**src/hw/rtl/lprc_pkg.sv**
```systemverilog
// shared types, register indexes and arithmetic helpers of the lidar point repacker
`timescale 1ns / 1ps
package lprc_pkg;

   localparam int COORD_W     = 32;
   localparam int TIME_W      = 32;
   localparam int FRAC_W      = 16;
   localparam int Q14_W       = 16;
   localparam int CSR_IDX_W   = 3;
   localparam int CSR_DATA_W  = 16;
   localparam int STAGES      = 5;
   localparam int DIV_STAGES  = 4;
   localparam int DIV_STEPS   = 4;
   localparam int DIV10_SHIFT = 19;

   localparam logic [CSR_IDX_W-1:0] CSR_SIN_ROLL      = 3'd0;
   localparam logic [CSR_IDX_W-1:0] CSR_COS_ROLL      = 3'd1;
   localparam logic [CSR_IDX_W-1:0] CSR_SIN_PITCH     = 3'd2;
   localparam logic [CSR_IDX_W-1:0] CSR_COS_PITCH     = 3'd3;
   localparam logic [CSR_IDX_W-1:0] CSR_COLOUR_ENABLE = 3'd4;

   localparam logic signed [Q14_W-1:0] Q14_ONE   = 16'sd16384;
   localparam logic signed [Q14_W-1:0] Q14_MONE  = -16'sd16384;
   localparam logic [FRAC_W-1:0]       FRAC_MAX  = 16'd6553;
   localparam logic [16:0]             DIV10_MUL = 17'd52429;
   localparam logic [13:0]             DIV7_MUL  = 14'd9363;

   typedef struct packed {
      logic signed [31:0] x_in;
      logic signed [31:0] y_in;
      logic signed [31:0] z_in;
      logic [7:0]         scan_line;
      logic [7:0]         reflect_in;
      logic [31:0]        time_offset;
      logic [31:0]        frame_end_time;
      logic               last_point;
   } lprc_req_type;

   typedef struct packed {
      logic signed [31:0] x_out;
      logic signed [31:0] y_out;
      logic signed [31:0] z_out;
      logic [23:0]        intensity_packed;
      logic [7:0]         reflect_out;
      logic [7:0]         red;
      logic [7:0]         green;
      logic [7:0]         blue;
      logic               frame_done;
   } lprc_rsp_type;

   typedef struct packed {
      logic [Q14_W-1:0] sin_roll;
      logic [Q14_W-1:0] cos_roll;
      logic [Q14_W-1:0] sin_pitch;
      logic [Q14_W-1:0] cos_pitch;
      logic             colour_enable;
   } lprc_csr_type;

   typedef struct packed {
      logic [TIME_W-1:0] rem;
      logic [FRAC_W-1:0] quo;
   } lprc_div_type;

   function automatic logic signed [Q14_W-1:0] clamp_q14(input logic [Q14_W-1:0] raw);
      logic signed [Q14_W-1:0] v;
      v = signed'(raw);
      if (v > Q14_ONE) begin
         return Q14_ONE;
      end else if (v < Q14_MONE) begin
         return Q14_MONE;
      end
      return v;
   endfunction

   function automatic logic signed [Q14_W-1:0] round_q14(input logic signed [33:0] p);
      logic signed [33:0] t;
      t = p + 34'sd8192;
      return t[29:14];
   endfunction

   function automatic lprc_div_type div_step(input lprc_div_type s,
                                             input logic [TIME_W-1:0] d);
      lprc_div_type       o;
      logic [TIME_W:0]    sh;
      sh = {s.rem, 1'b0};
      if (sh >= {1'b0, d}) begin
         o.rem = TIME_W'(sh - {1'b0, d});
         o.quo = {s.quo[FRAC_W-2:0], 1'b1};
      end else begin
         o.rem = sh[TIME_W-1:0];
         o.quo = {s.quo[FRAC_W-2:0], 1'b0};
      end
      return o;
   endfunction

   // returns {red, green, blue}
   function automatic logic [23:0] colormap(input logic [7:0] r);
      logic [12:0] t;
      logic [10:0] x;
      logic [24:0] p;
      t = '0;
      x = '0;
      p = '0;
      if (r < 8'd30) begin
         t = 13'(r) * 13'd17;
         return {8'd0, t[8:1], 8'd255};
      end else if (r < 8'd90) begin
         t = 13'(8'd90 - r) * 13'd17;
         return {8'd0, 8'd255, t[9:2]};
      end else if (r < 8'd150) begin
         t = 13'(r - 8'd90) * 13'd17;
         return {t[9:2], 8'd255, 8'd0};
      end
      x = 11'(8'd255 - r) * 11'd17;
      p = 25'(x) * 25'(DIV7_MUL);
      return {8'd255, p[23:16], 8'd0};
   endfunction

endpackage

```
**src/hw/rtl/lprc_time.sv**
```systemverilog
// time fraction divider pipeline and intensity packing
`timescale 1ns / 1ps
module lprc_time
   import lprc_pkg::*;
(
   input  logic              clock,
   input  logic              en,
   input  logic [TIME_W-1:0] time_offset,
   input  logic [TIME_W-1:0] frame_end_time,
   input  logic [7:0]        scan_line,
   output logic [23:0]       intensity_packed
);

   lprc_div_type      d_ff [DIV_STAGES];
   lprc_div_type      d_in [DIV_STAGES];
   logic [TIME_W-1:0] e_ff [DIV_STAGES-1];
   logic [7:0]        l_ff [STAGES];
   logic              zero_ff [STAGES];
   logic              sat_ff [STAGES];
   logic [32:0]       prod_ff;
   lprc_div_type      s;
   logic [FRAC_W-1:0] frac;

   always_comb begin
      s.rem = time_offset;
      s.quo = '0;
      for (int j = 0; j < DIV_STEPS; j++) begin
         s = div_step(s, frame_end_time);
      end
      d_in[0] = s;
      for (int k = 1; k < DIV_STAGES; k++) begin
         s = d_ff[k-1];
         for (int j = 0; j < DIV_STEPS; j++) begin
            s = div_step(s, e_ff[k-1]);
         end
         d_in[k] = s;
      end
   end

   always_ff @(posedge clock) begin
      if (en) begin
         e_ff[0]    <= frame_end_time;
         l_ff[0]    <= scan_line;
         zero_ff[0] <= (frame_end_time == '0);
         sat_ff[0]  <= (time_offset >= frame_end_time);
         for (int k = 1; k < DIV_STAGES-1; k++) begin
            e_ff[k] <= e_ff[k-1];
         end
         for (int k = 1; k < STAGES; k++) begin
            l_ff[k]    <= l_ff[k-1];
            zero_ff[k] <= zero_ff[k-1];
            sat_ff[k]  <= sat_ff[k-1];
         end
         d_ff    <= d_in;
         prod_ff <= 33'(d_ff[DIV_STAGES-1].quo) * 33'(DIV10_MUL);
      end
   end

   always_comb begin
      if (zero_ff[STAGES-1]) begin
         frac = '0;
      end else if (sat_ff[STAGES-1]) begin
         frac = FRAC_MAX;
      end else begin
         frac = FRAC_W'(prod_ff >> DIV10_SHIFT);
      end
   end

   assign intensity_packed = {l_ff[STAGES-1], frac};

endmodule

```
**config.mk**
```make
export PLATFORM = sky130hd
export DESIGN_NAME = lprc_time
export DESIGN_NICKNAME = d
export VERILOG_FILES = /design/src/hw/rtl/lprc_pkg.sv /design/src/hw/rtl/lprc_time.sv
export SDC_FILE = /design/constraint.sdc
export NUM_CORES = 2
export LEC_CHECK = 0
export ABC_AREA = 1
export BUFFER_PORTS_ARGS = -buffer_cell sky130_fd_sc_hd__buf_2
export CAP_MARGIN = 20
export CORE_MARGIN = 1
export CORE_UTILIZATION = 50
export CTS_CLUSTER_DIAMETER = 100
export DETAILED_ROUTE_END_ITERATION = 7
export PLACE_DENSITY = 0.66
export SYNTH_ARGS = -nofsm -noshare
export SYNTH_HDL_FRONTEND = slang
export SYNTH_SLANG_ARGS = --single-unit
```
**constraint.sdc**
```tcl
create_clock -name clock -period 17.4 [get_ports clock]
set_input_delay 0.87 -clock clock [delete_from_list [all_inputs] [get_ports clock]]
set_output_delay 0.87 -clock clock [all_outputs]
set_load 0.01 [all_outputs]
```
==> Yosys cells after proc, flatten, opt, wreduce, memory -nomap -nowiden <==
Memories as Yosys holds them, arrays and structs flattened.
Cells that the tools add are included.
{ "totals": {"word_cells": 69, "ff_bits": 189, "mem_bits_rw": 146, "in_bits": 74, "output_inout_bits": 24, "n_memories": 4} }
{ "op_classes": {"muxes": 20, "addsub": 15, "mul": 1, "magnitude_cmp": 17, "reduce_logical": 1} }
{ "mem_list": {"columns": ["name", "words", "word_bits", "rd", "rd_ports_with_merged_regs", "wr", "line", "text"], "rows": [
  ["e_ff", 3, 32, 3, 0, 3, "lprc_time.sv:16", "logic [TIME_W-1:0] e_ff [DIV_STAGES-1];"],
  ["l_ff", 5, 8, 5, 0, 5, "lprc_time.sv:17", "logic [7:0] l_ff [STAGES];"],
  ["sat_ff", 5, 1, 5, 0, 5, "lprc_time.sv:19", "logic sat_ff [STAGES];"],
  ["zero_ff", 5, 1, 5, 0, 5, "lprc_time.sv:18", "logic zero_ff [STAGES];"]
]} }
{ "ops": {"columns": ["op", "n"], "rows": [
  ["$mux W48", 15],
  ["$ge A33 B32 Y1", 16],
  ["$sub A32 B32 Y32", 15],
  ["$ge A32 B32 Y1", 1],
  ["$logic_not A32 Y1", 1],
  ["$mul A16 B16 Y32 const B", 1],
  ["$mux W13", 2],
  ["$mux W1", 3]
]} }

==> Depth between registers and ports, before layout <==
An unclocked memory read counts as a cell.
{ "logic_depth": {"ltp_word": 9, "ltp_mapped": 74, "mapped_depth_nobuf": 67} }

==> Worst setup path before layout <==
No wires, ideal clock.
{ "synth_path": {"path_type": "input-to-reg", "start": "input frame_end_time[8]", "end": "register d_ff[169] (netlist name) (data pin)", "arrival_time_ps": 8044, "path_slack_ps": 9103, "required_ps": 17147, "path_stages": 56, "n_path_buf": 7, "setup_time_ps": 253, "cell_sequence": "inv_1 > ha_1 > nand2_1 > inv_1 > a21oi_1 > nand2_1 > nand2_1 > nand3_1 > nand3_1 > nand2_2 > buf_2 > buf_2 > o21ai_0 > inv_1 > ha_1 > a21oi_1 > a21boi_0 > a21oi_1 > (+20 left out) > inv_2 > buf_6 > buf_6 > nand2_1 > nand2_1 > ha_1 > a21oi_1 > o21ai_0 > o21bai_1 > a221oi_1 > nand2_1 > nand2_1 > nand2_1 > inv_1 > nand3_2 > buf_2 > nand2_1 > nand2_1"} }
{ "synth_lines": {"columns": ["item", "line", "text"], "rows": [
  ["start, declared", "lprc_time.sv:9", "input logic [TIME_W-1:0] frame_end_time,"],
  ["end signal, assigned", "lprc_time.sv:54", "d_ff <= d_in;"],
  ["end, declared", "lprc_time.sv:14", "lprc_div_type d_ff [DIV_STAGES];"]
]} }

==> results_dict.tcl <==
set metrics [dict create \
    relSlewSlack_pct 25.87 \
    max_stage_delay_ns 0.63 \
    cts_setup_buffers 0 \
    yosys.area.top_type "edfxtp_1" \
    start_util_pct 50.80 \
    cts_root_buf "clkbuf_16" \
    fmaxAchievable_mhz 87.24 \
    crit_path_end_kind "flip-flop" \
    gr-total-overflow 0 \
    cap_violations 0 \
    drt-initial-drc-count 5771 \
    cp_max_fo 57 \
    regToRegEndpoint "d_ff[65]" \
    synth-main-ff-cell "edfxtp_1" \
    die-height_um 313.6 \
    synth-edff-count 295 \
    synthMostInstantiatedCell "nand2_1" \
    worstReg2RegStart "e_ff[0][54]" \
    critPathRequiredTime_ns 17.71 \
    synth_top_area_share_pct 18.25 \
    setup_viol 0 \
    avgSynthCellArea_um2 6.685 \
    stdcell_count 8585 \
    crit_type "input pin to flip-flop" \
    place_inst 8518 \
    cts_tree "yes" \
    routed_wl_mm 173.3 \
    portBuffers 94 \
    grt_max_degree 102 \
    worstSkewPairLatency_ns 0.59 \
    fill_cells 9682 \
    dp_hpwl_mm 144.7 \
    outcome "completed" \
    final_cell_area_mm2 0.05113 \
    min_to "d_ff[56]" \
    cts_buffers 37 \
    path_clk_slew_ns 0.06 \
    drive_gt1_share_pct 4.277 \
    drc_errors 0 \
    grt_use_total_pct 34.40 \
    post_cts_resized 0 \
    cts_buffer_depth 3 \
    ys_top_cells_by_count "nand2_1, inv_1, ha_1, nor2_1, a21oi_1" \
    whs_path_depth 0 \
    syn_to_final_growth_pct 5.306 \
    routabilityCongestion 1.046 \
    synth_cells 7263 \
    worst_path_max_delay_cell "o21ai_0" \
    fp.dieW_um 313.6 \
    synth_async_sr_flop_share_pct 0 \
    fin_skew_ns 0.04898 \
    cts_hold_buf 0 \
    core-area_mm2 0.09558 \
    htreeDepth 2 \
    min-delay-start "d_ff[100]" \
    arrival_ns 11.78 \
    route.vias.total 49490 \
    nets 8113 \
    synthDistinctLibCells 64 \
    avgRoutedWirePerCell_um 20.18 \
    worstRegToRegCells 50 \
    tightest_slew_ns 1.102 \
    rsz0062_at_grt "no" \
    synthTopCellsByArea "edfxtp_1, ha_1, nand2_1, inv_1, a21oi_1" \
    period_needed_ns 11.46 \
    rows 113 \
    dpl_cell_area_mm2 0.04989 \
    r2r_slack_ns 5.96 \
    setup.worst_path.start_class "input pin" \
    hold_viol 0 \
    ys_ff_latch 295 \
    seq_area_frac_synth_pct 18.25 \
    synth_area_mm2 0.04855 \
    detail-route-antenna-nets 0 \
    cts_sinks 295 \
    finalCritPeriodShare_pct 65.88 \
    vias_per_cell 5.765 \
    timing.critical_path.mode_cell "nand2_1" \
    slew_viol_final 0 \
    grt_pass1_vias 45410 \
    finalSetupTns_ns 0 \
    yosysWarnings 0 \
    holdCritPathClass "flip-flop to flip-flop" \
    drt_first_pass_iters 7 \
    die_area_mm2 0.09835 \
    grt_pass1_wl_mm 263.3 \
    antenna_found_initial 5 \
    ios 98 \
]
[cell families after synthesis]
family	Yosys count	synth area share (%)
AND/OR/NAND/NOR	3464	29.93
AO/OA/AOI/OAI	1324	15.16
buffers and inverters	1023	8.713
adder cells (fa/ha/maj)	747	20.56
XOR/XNOR	409	7.378
flip-flops	295	18.25
other	1	0.007724
[how the worst max path moves through the flow]
stage / from / to / slack [ns] / cells past startpoint
finish: frame_end_time[13] / d_ff[187] / 5.94 / 52
global route: frame_end_time[11] / d_ff[187] / 5.13 / 55
CTS: frame_end_time[13] / d_ff[184] / 6.29 / 53
detailed placement: frame_end_time[11] / d_ff[190] / 5.76 / 55
global placement: frame_end_time[7] / d_ff[179] / 5.75 / 55
floorplan: frame_end_time[8] / d_ff[169] / 9.10 / 56
[per-stage QoR]
stage / setup slack [ns] / util [%] / hold WS (ns)
6_report: 5.937 / 53.49 / 0.4083
2_1_floorplan: 9.103 / - / 0.4003
3_5_place_dp: 5.762 / 52.20 / 0.4045
5_1_grt: 5.132 / 53.49 / 0.4136
3_3_place_gp: 5.753 / 52.20 / 0.4001
4_1_cts: 6.294 / 53.49 / 0.3950
[sequential cells by signal, summed over array words and instances, names as in the netlist]
signal and cells:
l_ff 40, zero_ff 5, e_ff 96, sat_ff 5, prod_ff 13, d_ff 136
[layout make-up]
class | instances | area (µm²) | share of cell area, %
Clock inverter | 26 | 297.8 | 0.5824
Tap cell | 1265 | 1583 | 3.096
Sequential cell | 295 | 8859 | 17.33
Multi-Input combinational cell | 5947 | 35470 | 69.38
Timing Repair Buffer | 107 | 578.1 | 1.131
Clock buffer | 40 | 937.1 | 1.833
Antenna cell | 1 | 2.502 | 0.004894
Inverter | 904 | 3401 | 6.651
[layer usage]
layer | part of all wire [%] | GRT usage (%)
met5 | 0.017 | 0
met4 | 3.7 | 11.84
met3 | 8.5 | 4.902
met2 | 43 | 53.43
met1 | 45 | 48.59
[critical path, delay by kind of cell]
| family | cells | cell delay (ns) |
|---|---|---|
| AO/OA/AOI/OAI | 11 | 2.69 |
| AND/OR/NAND/NOR | 28 | 4.51 |
| adder cells (fa/ha/maj) | 4 | 1.45 |
| buffers and inverters | 9 | 2.14 |
[layout by cell type, fill, tap and decap left out, types with 37 or more instances in the layout]
master,Yosys,routed
a21o_1,52,52
a21oi_1,600,600
a31oi_1,40,40
buf_2,46,93
clkbuf_16,0,37
edfxtp_1,295,295
fa_1,85,85
ha_1,662,662
inv_1,890,890
nand2_1,2130,2130
nand3_1,342,342
nand4_1,92,92
nor2_1,629,629
nor3_1,80,80
nor4_1,40,40
o21ai_0,406,406
o21ai_1,43,43
o21bai_1,41,41
xnor2_1,189,189
xor2_1,220,220
Power is left out: the tool's default activity adds up to more than one toggle a clock period on the data nets, which glitch-free logic cannot reach.
