**config.mk**
```make
export PLATFORM = sky130hd
export DESIGN_NAME = lprc_colour
export DESIGN_NICKNAME = d
export VERILOG_FILES = /design/src/hw/rtl/lprc_pkg.sv /design/src/hw/rtl/lprc_colour.sv
export SDC_FILE = /design/constraint.sdc
export NUM_CORES = 1
export LEC_CHECK = 0
export BUFFER_PORTS_ARGS = -buffer_cell sky130_fd_sc_hd__buf_4
export CAP_MARGIN = 20
export CORE_MARGIN = 10
export CORE_UTILIZATION = 50
export CTS_BUF_LIST = sky130_fd_sc_hd__clkbuf_8
export CTS_CLUSTER_DIAMETER = 120
export DETAILED_ROUTE_END_ITERATION = 12
export PLACE_DENSITY = 0.77
export SETUP_SLACK_MARGIN = 0.15
export SYNTH_ARGS = -nofsm -noshare
export SYNTH_HDL_FRONTEND = slang
export SYNTH_SLANG_ARGS = --single-unit
```
**constraint.sdc**
```tcl
create_clock -name clock -period 14.5 [get_ports clock]
set_clock_uncertainty 0.05 [all_clocks]
set_input_delay 1.45 -clock clock [delete_from_list [all_inputs] [get_ports clock]]
set_output_delay 1.45 -clock clock [all_outputs]
set_load 0.02 [all_outputs]
```
**src/hw/rtl/lprc_pkg.sv**
```systemverilog
// shared types, register indexes and arithmetic helpers of the lidar point repacker
`timescale 1ns / 1ps
package lprc_pkg;

   localparam int COORD_W     = 32;
   localparam int TIME_W      = 32;
   localparam int FRAC_W      = 16;
   localparam int Q14_W       = 16;
   localparam int CSR_IDX_W   = 3;
   localparam int CSR_DATA_W  = 16;
   localparam int STAGES      = 5;
   localparam int DIV_STAGES  = 4;
   localparam int DIV_STEPS   = 4;
   localparam int DIV10_SHIFT = 19;

   localparam logic [CSR_IDX_W-1:0] CSR_SIN_ROLL      = 3'd0;
   localparam logic [CSR_IDX_W-1:0] CSR_COS_ROLL      = 3'd1;
   localparam logic [CSR_IDX_W-1:0] CSR_SIN_PITCH     = 3'd2;
   localparam logic [CSR_IDX_W-1:0] CSR_COS_PITCH     = 3'd3;
   localparam logic [CSR_IDX_W-1:0] CSR_COLOUR_ENABLE = 3'd4;

   localparam logic signed [Q14_W-1:0] Q14_ONE   = 16'sd16384;
   localparam logic signed [Q14_W-1:0] Q14_MONE  = -16'sd16384;
   localparam logic [FRAC_W-1:0]       FRAC_MAX  = 16'd6553;
   localparam logic [16:0]             DIV10_MUL = 17'd52429;
   localparam logic [13:0]             DIV7_MUL  = 14'd9363;

   typedef struct packed {
      logic signed [31:0] x_in;
      logic signed [31:0] y_in;
      logic signed [31:0] z_in;
      logic [7:0]         scan_line;
      logic [7:0]         reflect_in;
      logic [31:0]        time_offset;
      logic [31:0]        frame_end_time;
      logic               last_point;
   } lprc_req_type;

   typedef struct packed {
      logic signed [31:0] x_out;
      logic signed [31:0] y_out;
      logic signed [31:0] z_out;
      logic [23:0]        intensity_packed;
      logic [7:0]         reflect_out;
      logic [7:0]         red;
      logic [7:0]         green;
      logic [7:0]         blue;
      logic               frame_done;
   } lprc_rsp_type;

   typedef struct packed {
      logic [Q14_W-1:0] sin_roll;
      logic [Q14_W-1:0] cos_roll;
      logic [Q14_W-1:0] sin_pitch;
      logic [Q14_W-1:0] cos_pitch;
      logic             colour_enable;
   } lprc_csr_type;

   typedef struct packed {
      logic [TIME_W-1:0] rem;
      logic [FRAC_W-1:0] quo;
   } lprc_div_type;

   function automatic logic signed [Q14_W-1:0] clamp_q14(input logic [Q14_W-1:0] raw);
      logic signed [Q14_W-1:0] v;
      v = signed'(raw);
      if (v > Q14_ONE) begin
         return Q14_ONE;
      end else if (v < Q14_MONE) begin
         return Q14_MONE;
      end
      return v;
   endfunction

   function automatic logic signed [Q14_W-1:0] round_q14(input logic signed [33:0] p);
      logic signed [33:0] t;
      t = p + 34'sd8192;
      return t[29:14];
   endfunction

   function automatic lprc_div_type div_step(input lprc_div_type s,
                                             input logic [TIME_W-1:0] d);
      lprc_div_type       o;
      logic [TIME_W:0]    sh;
      sh = {s.rem, 1'b0};
      if (sh >= {1'b0, d}) begin
         o.rem = TIME_W'(sh - {1'b0, d});
         o.quo = {s.quo[FRAC_W-2:0], 1'b1};
      end else begin
         o.rem = sh[TIME_W-1:0];
         o.quo = {s.quo[FRAC_W-2:0], 1'b0};
      end
      return o;
   endfunction

   // returns {red, green, blue}
   function automatic logic [23:0] colormap(input logic [7:0] r);
      logic [12:0] t;
      logic [10:0] x;
      logic [24:0] p;
      t = '0;
      x = '0;
      p = '0;
      if (r < 8'd30) begin
         t = 13'(r) * 13'd17;
         return {8'd0, t[8:1], 8'd255};
      end else if (r < 8'd90) begin
         t = 13'(8'd90 - r) * 13'd17;
         return {8'd0, 8'd255, t[9:2]};
      end else if (r < 8'd150) begin
         t = 13'(r - 8'd90) * 13'd17;
         return {t[9:2], 8'd255, 8'd0};
      end
      x = 11'(8'd255 - r) * 11'd17;
      p = 25'(x) * 25'(DIV7_MUL);
      return {8'd255, p[23:16], 8'd0};
   endfunction

endpackage

```
**src/hw/rtl/lprc_colour.sv**
```systemverilog
// reflectivity colormap and its delay line
`timescale 1ns / 1ps
module lprc_colour
   import lprc_pkg::*;
(
   input  logic       clock,
   input  logic       en,
   input  logic       colour_enable,
   input  logic [7:0] reflect_in,
   output logic [7:0] reflect_out,
   output logic [7:0] red,
   output logic [7:0] green,
   output logic [7:0] blue
);

   logic [31:0] c_ff [STAGES];
   logic [23:0] rgb;

   assign rgb = colour_enable ? colormap(reflect_in) : 24'd0;

   always_ff @(posedge clock) begin
      if (en) begin
         c_ff[0] <= {reflect_in, rgb};
         for (int k = 1; k < STAGES; k++) begin
            c_ff[k] <= c_ff[k-1];
         end
      end
   end

   assign {reflect_out, red, green, blue} = c_ff[STAGES-1];

endmodule

```
# Word level (Yosys, flattened, before mapping)
# Memory sizes are Yosys's and may differ from the RTL's.
# Index checks and enable logic that the tools add are counted.
[op_classes]
addsub = 3
mul = 5
order_cmp = 3
mux = 10
[ops]
columns = ["op", "n"]
rows = [
  ["two-way mux 24 bit", 5],
  ["multiplier 11 x 14 -> 24 bit, second input constant", 1],
  ["multiplier 9 x 6 -> 10 bit, second input constant", 2],
  ["multiplier 9 x 6 -> 11 bit, second input constant", 1],
  ["multiplier 8 x 5 -> 9 bit, second input constant", 1],
  ["subtractor 7 x 8 -> 9 bit, first input constant", 1],
  ["subtractor 8 x 7 -> 9 bit, second input constant", 1],
  ["subtractor 8 x 8 -> 9 bit, first input constant", 1],
  ["less-than comparator 8 x 5 -> 1 bit, second input constant", 1],
  ["less-than comparator 8 x 7 -> 1 bit, second input constant", 1],
  ["less-than comparator 8 bit, second input constant", 1],
  ["two-way mux 1 bit", 5],
]
[totals]
register_bits = 0
mem_bits_rw = 160
inputBits = 11
output_inout_bits = 32
elab_cells = 22
mem_count = 1
[mem_list]
columns = ["name", "depth", "width", "read_ports", "rd_clocked_by_memory_dff", "write_ports", "line", "text"]
rows = [
  ["c_ff", 5, 32, 5, 0, 5, "lprc_colour.sv:16", "logic [31:0] c_ff [STAGES];"],
]

# Logic depth before layout (Yosys ltp)
# Gate-level depths: netlist of run 1.
[depth]
ltp_word = 7
ltp_mapped = 23
mapped_depth_nobuf = 22

# Worst setup path before layout of run 1
# OpenSTA, ideal clock, no wires.
[synth_path]
path_kind = "in2reg"
startpoint = "input port reflect_in[6]"
endpoint = "memory c_ff[0][13], data pin"
setup_ps = 266
arrival_time_ps = 6863
required_ps = 14184
slack_ps = 7321
path_stages = 22
path_buffers = 1
cell_sequence = "buf_4 -> inv_2 -> ha_1 -> ha_1 -> ha_1 -> fa_1 -> a21o_1 -> a21oi_2 -> xnor2_4 -> xnor2_1 -> fa_1 -> fa_1 -> fa_1 -> inv_1 -> ha_1 -> ha_1 -> nand4_1 -> inv_1 -> a221oi_2 -> o21ai_2 -> a2111oi_4 -> a211oi_2"
[synth_lines]
columns = ["element", "line", "text"]
rows = [
  ["start, declared", "lprc_colour.sv:9", "input logic [7:0] reflect_in,"],
  ["end, declared", "lprc_colour.sv:16", ""],
]

==> qor.yml, run 1 <==
clock_path_buffers: 2
ys_async_sr_fraction_pct: 0
cpPeakStageDelay_ns: 0.58
boundaryPins: 43
post-dp-hpwl_um: 10240
gr-total-overflow: 0
post_synth.cell_area_avg_um2: 14.53
synth.ff_latch_count: 160
number_of_standard_cells_after_synthesis: 593
post-cts-setup-buffers: 0
fp.dieW_um: 151.3
grt_usage_pct: 12.19
worst_path_max_fanout: 9
vias_after_detailed_routing: 4360
critPathKind: "input pin to flop"
post-place-cells: 818
detailed_place.area_um2: 8946
vdd_ir_drop_max_mv: 0.1972
setup.worst_path.end_class: "flop"
die_area_um2: 22880
cts.htree.levels: 4
period_share_pct: 50.23
synth-seq-area-share_pct: 55.77
drt_iter0_markers: 199
slew_viol_final: 0
layout_top_registers: "c_ff: 160 flops"
whs_ns: 0.3668
gp_congestion: 0.8323
critPathSlowestCell: "sky130_fd_sc_hd__fa_1"
worstMarginPinSlew_ns: 0.7879
netSwitchingFraction_pct: 38.36
clock_insertion_delay_worst_skew_ns: 0.44
p_int_w: 0.001012
holdBufCountCts: 0
postRouteAntennaNets: 0
final_design_area_no_fill_um2: 9323
synth_fp_nets: 747
share_seq_of_total_power_pct: 35.0
finalSetupViolations: 0
count_of_flip_flops_with_a_built_in_enable_after_synthesis: 160
met1_usage_pct: 14.94
grt_antenna_before_repair: 0
num_rows: 47
synth.yosys.warnings: 0
grt_first_pass_wirelength_um: 21820
area_growth_pct: 8.221
viasPerCell: 5.129
outcome: "finished clean"
timing.critical_path.mode_cell: "sky130_fd_sc_hd__ha_1"
grtUsageMet2_pct: 20.08
n_fill_cell: 1313
switchingPower_w: 0.0006296
multi_input_area_um2: 3326
pwr-share-clk_pct: 18.0
max_cap_viol: 0
cts_buffers: 17
grt_pass1_vias: 4449
route.final.wire_length_um: 13240
floorplan.die.height_um: 151.3
layout_common_cells: "sky130_fd_sc_hd__edfxtp_1 (160), sky130_fd_sc_hd__ha_1 (121), sky130_fd_sc_hd__inv_1 (54)"
clk_root_buffer_cell: "sky130_fd_sc_hd__clkbuf_8"
routedWlPerCell_um: 15.57
powerDensity_nw_per_um2: 176.1
rsz_0062_raised_after_global_routing: "false"
grt-busiest-layer: "met2"
num-nets-final: 771
timing_hold_violations_final: 0
cellLeakagePower_nw: 3.966
regArea_um2: 4805
starting_density_of_the_core_pct: 51.40
antenna-diode-count: 0
io_buffers: 42
post_layout_nonfiller_instances: 850
highest_clock_frequency_the_design_can_meet_mhz: 137.3
crit_path_start_kind: "input pin"
mostFrequentLayoutCell: "sky130_fd_sc_hd__edfxtp_1"
syn-cell-area_um2: 8615
grt_util_met3_pct: 2.864
postCtsResizedCells: 0
critPathArrivalTime_ns: 7.40
worstHoldPathType: "flop to flop"
power_frac_comb_pct: 47.0
registers.top_by_ff_count: "c_ff"
critical_path.cell_chain: "buf_4, inv_1, ha_1, ha_1, ha_1, fa_1, a21o_1, a21oi_2, xnor2_4, xnor2_1, fa_1, fa_1, fa_1, inv_1, ha_1, ha_1, nand4_1, inv_1, a221oi_2, o21ai_2, a2111oi_4, a211oi_2"
cts.reportedPaths.clkPinSlew_ns: 0.09
setup_tns_after_final_layout_ns: 0
core_um2: 16760
timing.final.crit_period_ns: 7.283
synth_cell_type_count: 52
ratio_of_cells_with_drive_above_1_in_the_final_layout_pct: 14.92
final_core_utilization_pct: 55.63
crit_required_ns: 14.62
cts_sinks: 160
first_pass_iters: 4
max_slew_margin_pct: 47.48
number_of_flip_flops_under_the_largest_register_name: 160
grt_max_degree: 96
drc_errors: 0
dominantRegCellSynth: "sky130_fd_sc_hd__edfxtp_1"
cts_tree: "done"
## layout make-up
type / instances / area share, %
Sequential cell: 160 / 51.54
Multi-Input combinational cell: 338 / 35.67
Timing Repair Buffer: 43 / 3.503
Tap cell: 220 / 2.953
Clock buffer: 17 / 2.510
Inverter: 57 / 2.295
Clock inverter: 15 / 1.530
## cells by family after synthesis
group	count (synthesis)	share of synthesized area [%]
buffers and inverters	95	5.621
DFF	160	55.77
and+or+nand+nor	65	3.863
AOI/OAI and AO/OA	95	7.930
muxes	2	0.2324
adders and majority gates	143	22.69
xor gates and xnor gates	33	3.893
## critical path, delay by kind of cell
| kind | cells | cell delay [ns] |
|---|---|---|
| XOR/XNOR | 2 | 0.32 |
| buffers and inverters | 4 | 0.47 |
| AND/OR/NAND/NOR | 1 | 0.14 |
| AO/OA/AOI/OAI | 6 | 1.53 |
| adder cells (fa/ha/maj) | 9 | 3.48 |
## worst paths after layout
| kind | start | to | slack (ns) | cells past startpoint |
|---|---|---|---|---|
| worst min-delay path | c_ff[0][95] | c_ff[0][127] | 0.37 | 0 |
| worst max register to register | c_ff[0][16] | c_ff[0][48] | 13.80 | 0 |
| worst max-delay path | reflect_in[2] | c_ff[0][13] | 7.22 | 22 |
| worst min register to register | c_ff[0][95] | c_ff[0][127] | 0.37 | 0 |
## stage by stage
stage	setup slack, ns	total power (W)
after floorplan	7.321	0.001175
after global placement	6.848	0.001334
after detailed placement	6.729	0.001352
after CTS	7.199	0.001655
after global routing	6.903	0.001781
final	7.217	0.001641
## cells in the mapped netlist (3+ instances only)
| master | count | area share, % |
|---|---|---|
| sky130_fd_sc_hd__o21ai_0 | 13 | 0.76 |
| sky130_fd_sc_hd__inv_1 | 54 | 2.4 |
| sky130_fd_sc_hd__xor2_1 | 6 | 0.61 |
| sky130_fd_sc_hd__ha_1 | 121 | 18 |
| sky130_fd_sc_hd__nand4_1 | 3 | 0.22 |
| sky130_fd_sc_hd__o221ai_1 | 3 | 0.31 |
| sky130_fd_sc_hd__and3_1 | 3 | 0.22 |
| sky130_fd_sc_hd__buf_4 | 33 | 2.9 |
| sky130_fd_sc_hd__buf_2 | 3 | 0.17 |
| sky130_fd_sc_hd__xnor2_1 | 24 | 2.4 |
| sky130_fd_sc_hd__fa_1 | 22 | 5.1 |
| sky130_fd_sc_hd__o21ai_1 | 5 | 0.29 |
| sky130_fd_sc_hd__a21o_1 | 15 | 1.3 |
| sky130_fd_sc_hd__nand3_1 | 3 | 0.17 |
| sky130_fd_sc_hd__inv_2 | 3 | 0.13 |
| sky130_fd_sc_hd__and2_1 | 4 | 0.29 |
| sky130_fd_sc_hd__nand2_1 | 14 | 0.61 |
| sky130_fd_sc_hd__a31oi_1 | 3 | 0.22 |
| sky130_fd_sc_hd__nor2_1 | 19 | 0.83 |
| sky130_fd_sc_hd__a21oi_1 | 30 | 1.7 |
| sky130_fd_sc_hd__nor2b_1 | 7 | 0.51 |
| sky130_fd_sc_hd__edfxtp_1 | 160 | 56 |
## per-layer routing
| layer | routed length [µm] | part of all wire (%) | up-vias |
|---|---|---|---|
| met1 | 5834 | 44 | 2061 |
| met3 | 577 | 4.4 | 23 |
| met4 | 265 | 2.0 | 0 |
| met2 | 6559 | 50 | 79 |
| met5 | 0 | 0 | - |
| li1 | - | - | 2197 |
## power groups by stage
stage          sequential, W  clock [W]  combinational (W)
6_report            0.000574   0.000296           0.000772
2_1_floorplan       0.000581          0           0.000594
5_1_grt             0.000579   0.000323           0.000879
3_5_place_dp        0.000586          0           0.000766
4_1_cts             0.000575   0.000305           0.000775
3_3_place_gp        0.000583          0           0.000752
Power figures use the tool's default switching activity.
==> run 2, diff against run 1 <==
--- a/config.mk
+++ b/config.mk
@@ -12,7 +12,7 @@
 export CTS_BUF_LIST = sky130_fd_sc_hd__clkbuf_8
 export CTS_CLUSTER_DIAMETER = 120
 export DETAILED_ROUTE_END_ITERATION = 12
-export PLACE_DENSITY = 0.77
+export PLACE_DENSITY = 0.8
 export SETUP_SLACK_MARGIN = 0.15
 export SYNTH_ARGS = -nofsm -noshare
 export SYNTH_HDL_FRONTEND = slang
==> constraint.sdc (replaced) <==
create_clock -name clock -period 6.1 [get_ports clock]
set_clock_uncertainty 0.05 [all_clocks]
set_input_delay 0.61 -clock clock [delete_from_list [all_inputs] [get_ports clock]]
set_output_delay 0.61 -clock clock [all_outputs]
set_load 0.02 [all_outputs]
==> qor.yml, run 2 (synthesis results as in run 1) <==
crit_required_ns: 6.19  # was 14.62 ns
vdd_ir_drop_max_mv: 0.5178  # was 0.1972 mV
ratio_of_cells_with_drive_above_1_in_the_final_layout_pct: 19.72  # was 14.92%
max_cap_viol: 0  # unchanged
cts.htree.levels: 4  # unchanged
outcome: "finished clean"  # unchanged
rsz_0062_raised_after_global_routing: "false"  # unchanged
starting_density_of_the_core_pct: 51.40  # unchanged
max_slew_margin_pct: 40.58  # was 47.48%
r2r-end: "c_ff[0][132]"  # was c_ff[0][48]
cellLeakagePower_nw: 4.111  # was 3.966 nW
slew_viol_final: 0  # unchanged
worst-r2r-setup-slack_ns: 5.37  # was 13.80 ns
num-nets-final: 796  # was 771
drc_errors: 0  # unchanged
timing.final.crit_period_ns: 5.730
clock_path_buffers: 2  # unchanged
worstMarginPinSlew_ns: 0.8912  # was 0.7879 ns
num_rows: 47  # unchanged
mostFrequentLayoutCell: "sky130_fd_sc_hd__edfxtp_1"  # unchanged
worst_hold_path.endpoint: "c_ff[0][96]"  # was c_ff[0][127]
fp.dieW_um: 151.3  # unchanged
highest_clock_frequency_the_design_can_meet_mhz: 174.5
io_buffers: 42  # unchanged
post-place-cells: 843  # was 818
boundaryPins: 43  # unchanged
timing_hold_violations_final: 0  # unchanged
critPathArrivalTime_ns: 5.82  # was 7.40 ns
core_um2: 16760  # unchanged
worst_path_max_fanout: 3  # was 9
layout_common_cells: "sky130_fd_sc_hd__edfxtp_1 (160), sky130_fd_sc_hd__ha_1 (116), sky130_fd_sc_hd__buf_4 (67)"  # was sky130_fd_sc_hd__edfxtp_1 (160), sky130_fd_sc_hd__ha_1 (121), sky130_fd_sc_hd__inv_1 (54)
registers.top_by_ff_count: "c_ff"  # unchanged
period_share_pct: 93.93
post-dp-hpwl_um: 10940  # was 10240 µm
worstHoldPathType: "flop to flop"  # unchanged
antenna-diode-count: 0  # unchanged
timing.hold.worst.start: "c_ff[0][64]"  # was c_ff[0][95]
postRouteAntennaNets: 0  # unchanged
area_growth_pct: 12.10  # was 8.221%
grt_first_pass_wirelength_um: 23600  # was 21820 µm
gr-total-overflow: 0  # unchanged
grt_max_degree: 85  # was 96
finalWorstSetupSlack_ns: 0.3700  # was 7.217 ns
crit_path_start_kind: "input pin"  # unchanged
finalSetupViolations: 0  # unchanged
cts_sinks: 160  # unchanged
cts.reportedPaths.clkPinSlew_ns: 0.08  # was 0.09 ns
grt_antenna_before_repair: 0  # unchanged
viasPerCell: 5.227  # was 5.129
setup.worst_path.end_class: "flop"  # unchanged
grt_usage_pct: 13.20  # was 12.19%
floorplan.die.height_um: 151.3  # unchanged
cts_buffers: 17  # unchanged
clk_root_buffer_cell: "sky130_fd_sc_hd__clkbuf_8"  # unchanged
grt_pass1_vias: 4708  # was 4449
final_core_utilization_pct: 57.62  # was 55.63%
holdBufCountCts: 0  # unchanged
drt_iter0_markers: 213  # was 199
critical_path.reg2reg.startpoint: "c_ff[0][100]"  # was c_ff[0][16]
post_layout_nonfiller_instances: 874  # was 850
powerDensity_nw_per_um2: 424.9  # was 176.1 nW/µm²
die_area_um2: 22880  # unchanged
worst-r2r-cell-count: 0  # unchanged
cts_tree: "done"  # unchanged
route.final.wire_length_um: 14430  # was 13240 µm
layout_top_registers: "c_ff: 160 flops"  # unchanged
gp_congestion: 0.8637  # was 0.8323
clock_insertion_delay_worst_skew_ns: 0.42  # was 0.44 ns
dp_worst_setup_slack_ns: -0.09868  # was 6.729 ns
routedWlPerCell_um: 16.51  # was 15.57 µm
number_of_flip_flops_under_the_largest_register_name: 160  # unchanged
critPathKind: "input pin to flop"  # unchanged
whs_path_depth: 0  # unchanged
vias_after_detailed_routing: 4568  # was 4360
first_pass_iters: 4  # unchanged
## run 2: cell types whose count changed in the layout (fill, tap and decap cells not counted), moves of 3 or more
cell and delta:
sky130_fd_sc_hd__buf_4 +25, sky130_fd_sc_hd__ha_1 -5, sky130_fd_sc_hd__inv_8 -5, sky130_fd_sc_hd__bufinv_16 +4, sky130_fd_sc_hd__clkinv_2 +4, sky130_fd_sc_hd__ha_4 +4, sky130_fd_sc_hd__inv_6 -4, sky130_fd_sc_hd__clkinv_4 -3
## run 2: worst max-delay path by stage
stage                   to     startpoint  slack [ns]  cells past startpoint
6_report       c_ff[0][13]  reflect_in[2]        0.37                     22
5_1_grt        c_ff[0][13]  reflect_in[2]        0.16                     24
4_1_cts        c_ff[0][13]  reflect_in[2]        0.33                     22
3_5_place_dp   c_ff[0][13]  reflect_in[2]        -0.1                     22
3_3_place_gp   c_ff[0][13]  reflect_in[2]       0.006                     22
2_1_floorplan  c_ff[0][11]  reflect_in[6]        0.16                     22
## run 2: critical path: stages
cell and delay [ns]:
sky130_fd_sc_hd__buf_4 0.10, sky130_fd_sc_hd__clkinvlp_4 0.10, sky130_fd_sc_hd__ha_4 0.25, sky130_fd_sc_hd__ha_1 0.29, sky130_fd_sc_hd__ha_2 0.20, sky130_fd_sc_hd__fa_2 0.34, sky130_fd_sc_hd__a21o_1 0.20, sky130_fd_sc_hd__a21oi_4 0.23
sky130_fd_sc_hd__xnor2_4 0.16, sky130_fd_sc_hd__xnor2_2 0.14, sky130_fd_sc_hd__fa_1 0.44, sky130_fd_sc_hd__fa_1 0.48, sky130_fd_sc_hd__fa_1 0.52, sky130_fd_sc_hd__inv_1 0.04, sky130_fd_sc_hd__ha_1 0.28, sky130_fd_sc_hd__ha_1 0.30
sky130_fd_sc_hd__nand4_1 0.14, sky130_fd_sc_hd__inv_1 0.09, sky130_fd_sc_hd__a221oi_4 0.38, sky130_fd_sc_hd__o21ai_2 0.14, sky130_fd_sc_hd__a2111oi_4 0.31, sky130_fd_sc_hd__a211oi_2 0.06
## run 2: cell type report
class                      count  area (µm²)
inverter                      57       222.7
clock inverter                14       175.2
tap                          220       275.3
clock buffer                  17       234.0
timing repair buffer          68       514.2
multi-input combinational    338        3431
sequential                   160        4805
fill                        1293        7103
## run 2: power breakdown
part	total, W	switching [W]	internal (W)	leakage, nW
clock	0.000776	0.000339	0.000436	0.211
sequential	0.00137	0.0000263	0.00134	1.56
combinational	0.00196	0.00112	0.000833	2.34
total	0.00410	0.00149	0.00261	4.11
## run 2: per-stage QoR
stage / hold WS, ns / power [W] / TNS (ns) / cell area (µm²)
floorplan: 0.3503 / 0.002848 / 0 / 8716
global placement: 0.3505 / 0.003234 / 0 / 9235
detailed placement: 0.3545 / 0.003310 / -0.2093 / 9235
CTS: 0.3571 / 0.004107 / 0 / 9644
global route: 0.3625 / 0.004416 / 0 / 9657
finish: 0.3592 / 0.004103 / 0 / 9657
## run 2: timing repair
action | CTS | global route
gates resized for setup | 0 | 3
endpoints found under the setup margin | 0 | 2
buffers inserted | 0 | 0
## run 2: layer usage
layer / vias to the layer above / share of wire (%) / track usage, %
met2: 113 / 49 / 21.98
met5: - / 0 / 0
met1: 2190 / 43 / 16.31
li1: 2236 / - / -
met4: 0 / 2.5 / 5.871
met3: 29 / 5.0 / 2.595
==> run 3, diff against run 2 <==
==> constraint.sdc (replaced) <==
create_clock -name clock -period 6.1 [get_ports clock]
set_clock_uncertainty 0.05 [all_clocks]
set_input_delay 0 -clock clock [delete_from_list [all_inputs] [get_ports clock]]
set_output_delay 0 -clock clock [all_outputs]
set_load 0.02 [all_outputs]
==> qor.yml, run 3 (synthesis results as in run 1) <==
cts.htree.levels: 4  # unchanged
max_slew_margin_pct: 38.71  # was 40.58%
setup_tns_after_final_layout_ns: 0  # unchanged
dp_worst_setup_slack_ns: 0.1674  # was -0.09868 ns
critical_path.reg2reg.startpoint: "c_ff[0][29]"  # was c_ff[0][100]
gr-total-overflow: 0  # unchanged
cts_tree: "done"  # unchanged
area_growth_pct: 10.98  # was 12.10%
die_area_um2: 22880  # unchanged
clock_path_buffers: 2  # unchanged
crit_required_ns: 6.18  # was 6.19 ns
finalWorstSetupSlack_ns: 0.4174  # was 0.3700 ns
viasPerCell: 5.133  # was 5.227
postRouteAntennaNets: 0  # unchanged
grt_max_degree: 112  # was 85
clk_root_buffer_cell: "sky130_fd_sc_hd__clkbuf_8"  # unchanged
gp_congestion: 0.8462  # was 0.8637
post_layout_nonfiller_instances: 873  # was 874
registers.top_by_ff_count: "c_ff"  # unchanged
critPathArrivalTime_ns: 5.77  # was 5.82 ns
vdd_ir_drop_max_mv: 0.4033  # was 0.5178 mV
n_fill_cell: 1348  # was 1293
mostFrequentLayoutCell: "sky130_fd_sc_hd__edfxtp_1"  # unchanged
highest_clock_frequency_the_design_can_meet_mhz: 176.0  # was 174.5 MHz
post-place-cells: 833  # was 843
vias_after_detailed_routing: 4481  # was 4568
r2r-end: "c_ff[0][61]"  # was c_ff[0][132]
outcome: "finished clean"  # unchanged
drt_iter0_markers: 212  # was 213
grt_pass1_vias: 4583  # was 4708
drc_errors: 0  # unchanged
met3_wirelength_um: 519  # was 724 µm
route.final.wire_length_um: 13780  # was 14430 µm
cts_sinks: 160  # unchanged
ratio_of_cells_with_drive_above_1_in_the_final_layout_pct: 16.39  # was 19.72%
top_signal_layer_used: "met4"  # unchanged
slew_viol_final: 0  # unchanged
first_pass_iters: 4  # unchanged
cts.reportedPaths.clkPinSlew_ns: 0.08  # about the same
worst_hold_path.endpoint: "c_ff[0][113]"  # was c_ff[0][96]
post-dp-hpwl_um: 10440  # was 10940 µm
routedWlPerCell_um: 15.79  # was 16.51 µm
timing_hold_violations_final: 0  # unchanged
powerDensity_nw_per_um2: 414.7  # was 424.9 nW/µm²
worst-r2r-setup-slack_ns: 5.37  # about the same
core_um2: 16760  # unchanged
grt_usage_pct: 12.45  # was 13.20%
grt_antenna_before_repair: 0  # unchanged
layout_top_registers: "c_ff: 160 flops"  # unchanged
grt_first_pass_wirelength_um: 22410  # was 23600 µm
rsz_0062_raised_after_global_routing: "false"  # unchanged
max_cap_viol: 0  # unchanged
layout_common_cells: "sky130_fd_sc_hd__edfxtp_1 (160), sky130_fd_sc_hd__ha_1 (119), sky130_fd_sc_hd__buf_4 (57)"  # was sky130_fd_sc_hd__edfxtp_1 (160), sky130_fd_sc_hd__ha_1 (116), sky130_fd_sc_hd__buf_4 (67)
crit_path_start_kind: "input pin"  # unchanged
floorplan.die.height_um: 151.3  # unchanged
worst-r2r-cell-count: 0  # unchanged
cellLeakagePower_nw: 4.071  # was 4.111 nW
clock_insertion_delay_worst_skew_ns: 0.42  # about the same
route.met2.wl_um: 6962  # was 7069 µm
antenna-diode-count: 0  # unchanged
cts_buffers: 17  # unchanged
finalSetupViolations: 0  # unchanged
num-nets-final: 795  # was 796
worst_path_max_fanout: 5  # was 3
period_share_pct: 93.16  # was 93.93%
timing.hold.worst.start: "en"  # was c_ff[0][64]
timing.final.crit_period_ns: 5.683  # was 5.730 ns
worstMarginPinSlew_ns: 0.9193  # was 0.8912 ns
setup.worst_path.end_class: "flop"  # unchanged
boundaryPins: 43  # unchanged
number_of_flip_flops_under_the_largest_register_name: 160  # unchanged
whs_path_depth: 1  # was 0
critPathKind: "input pin to flop"  # unchanged
starting_density_of_the_core_pct: 51.40  # unchanged
m1WireLength_um: 6163  # was 6274 µm
io_buffers: 42  # unchanged
worstHoldPathType: "input pin to flop"  # was flop to flop
fp.dieW_um: 151.3  # unchanged
num_rows: 47  # unchanged
-- run 3: cell types whose count changed in the layout (fill, tap and decap cells not counted), sizes merged --
cell	change
clkinvlp	-1
dlygate4sd3	+9
clkinv	+1
inv	+2
buf	-10
bufinv	-2
-- run 3: worst max-delay path by stage --
stage,cells after the start,end,start
after floorplan,22,c_ff[0][13],reflect_in[6]
after global placement,23,c_ff[0][13],reflect_in[2]
after detailed placement,23,c_ff[0][13],reflect_in[2]
after CTS,24,c_ff[0][13],reflect_in[3]
after global routing,24,c_ff[0][13],reflect_in[1]
final,24,c_ff[0][13],reflect_in[3]
-- run 3: power by group --
| group | switching, W | internal (W) | total [W] | leakage, nW |
|---|---|---|---|---|
| combinational | 0.00110 | 0.000813 | 0.00191 | 2.32 |
| sequential | 0.0000231 | 0.00134 | 0.00137 | 1.56 |
| clock | 0.000335 | 0.000353 | 0.000688 | 0.187 |
-- run 3: final cells by class --
type | count | area [µm²] | share of cell area [%]
flip-flops and latches | 160 | 4805 | 50.26
clock buffers | 17 | 234.0 | 2.447
inverters | 57 | 214.0 | 2.238
repair buffers | 67 | 529.3 | 5.536
well taps | 220 | 275.3 | 2.879
multi-input cells | 338 | 3377 | 35.32
clock inverters | 14 | 126.4 | 1.322
-- run 3: metrics by stage --
step | hold slack [ns] | cell area, µm² | utilization (%) | power [W]
5_1_grt | 0.1642 | 9560 | 57.04 | 0.004279
4_1_cts | 0.1344 | 9509 | 56.74 | 0.003941
6_report | 0.1193 | 9560 | 57.04 | 0.003965
2_1_floorplan | 0.04887 | 8615 | - | 0.002793
3_5_place_dp | 0.2412 | 9059 | 54.05 | 0.003224
3_3_place_gp | 0.2305 | 9059 | 54.05 | 0.003175
-- run 3: what timing repair did --
action | in CTS | in global routing
buffers inserted | 0 | 0
gates resized for setup | 0 | 6
setup endpoints to repair | 0 | 6
hold buffers | 9 | 0
hold endpoints to repair | 23 | 0
-- run 3: layer usage --
metal	vias up	global-route usage [%]
li1	2242	-
met5	-	0
met3	8	2.715
met2	75	20.96
met4	0	4.379
met1	2156	15.48
-- run 3: critical path, cell delays in order --
cell and delay (ns):
sky130_fd_sc_hd__dlygate4sd3_1 0.53, sky130_fd_sc_hd__buf_4 0.14, sky130_fd_sc_hd__inv_1 0.09, sky130_fd_sc_hd__ha_1 0.28, sky130_fd_sc_hd__ha_4 0.27, sky130_fd_sc_hd__ha_1 0.28, sky130_fd_sc_hd__a21o_1 0.19, sky130_fd_sc_hd__a21oi_2 0.18
sky130_fd_sc_hd__xnor2_1 0.16, sky130_fd_sc_hd__ha_1 0.26, sky130_fd_sc_hd__ha_1 0.27, sky130_fd_sc_hd__inv_1 0.05, sky130_fd_sc_hd__fa_1 0.51, sky130_fd_sc_hd__inv_1 0.06, sky130_fd_sc_hd__fa_1 0.56, sky130_fd_sc_hd__fa_1 0.46
sky130_fd_sc_hd__ha_4 0.27, sky130_fd_sc_hd__o21ai_0 0.08, sky130_fd_sc_hd__o21bai_1 0.12, sky130_fd_sc_hd__a221oi_2 0.34, sky130_fd_sc_hd__buf_4 0.19, sky130_fd_sc_hd__o21ai_2 0.08, sky130_fd_sc_hd__a2111oi_4 0.32, sky130_fd_sc_hd__a211oi_2 0.06
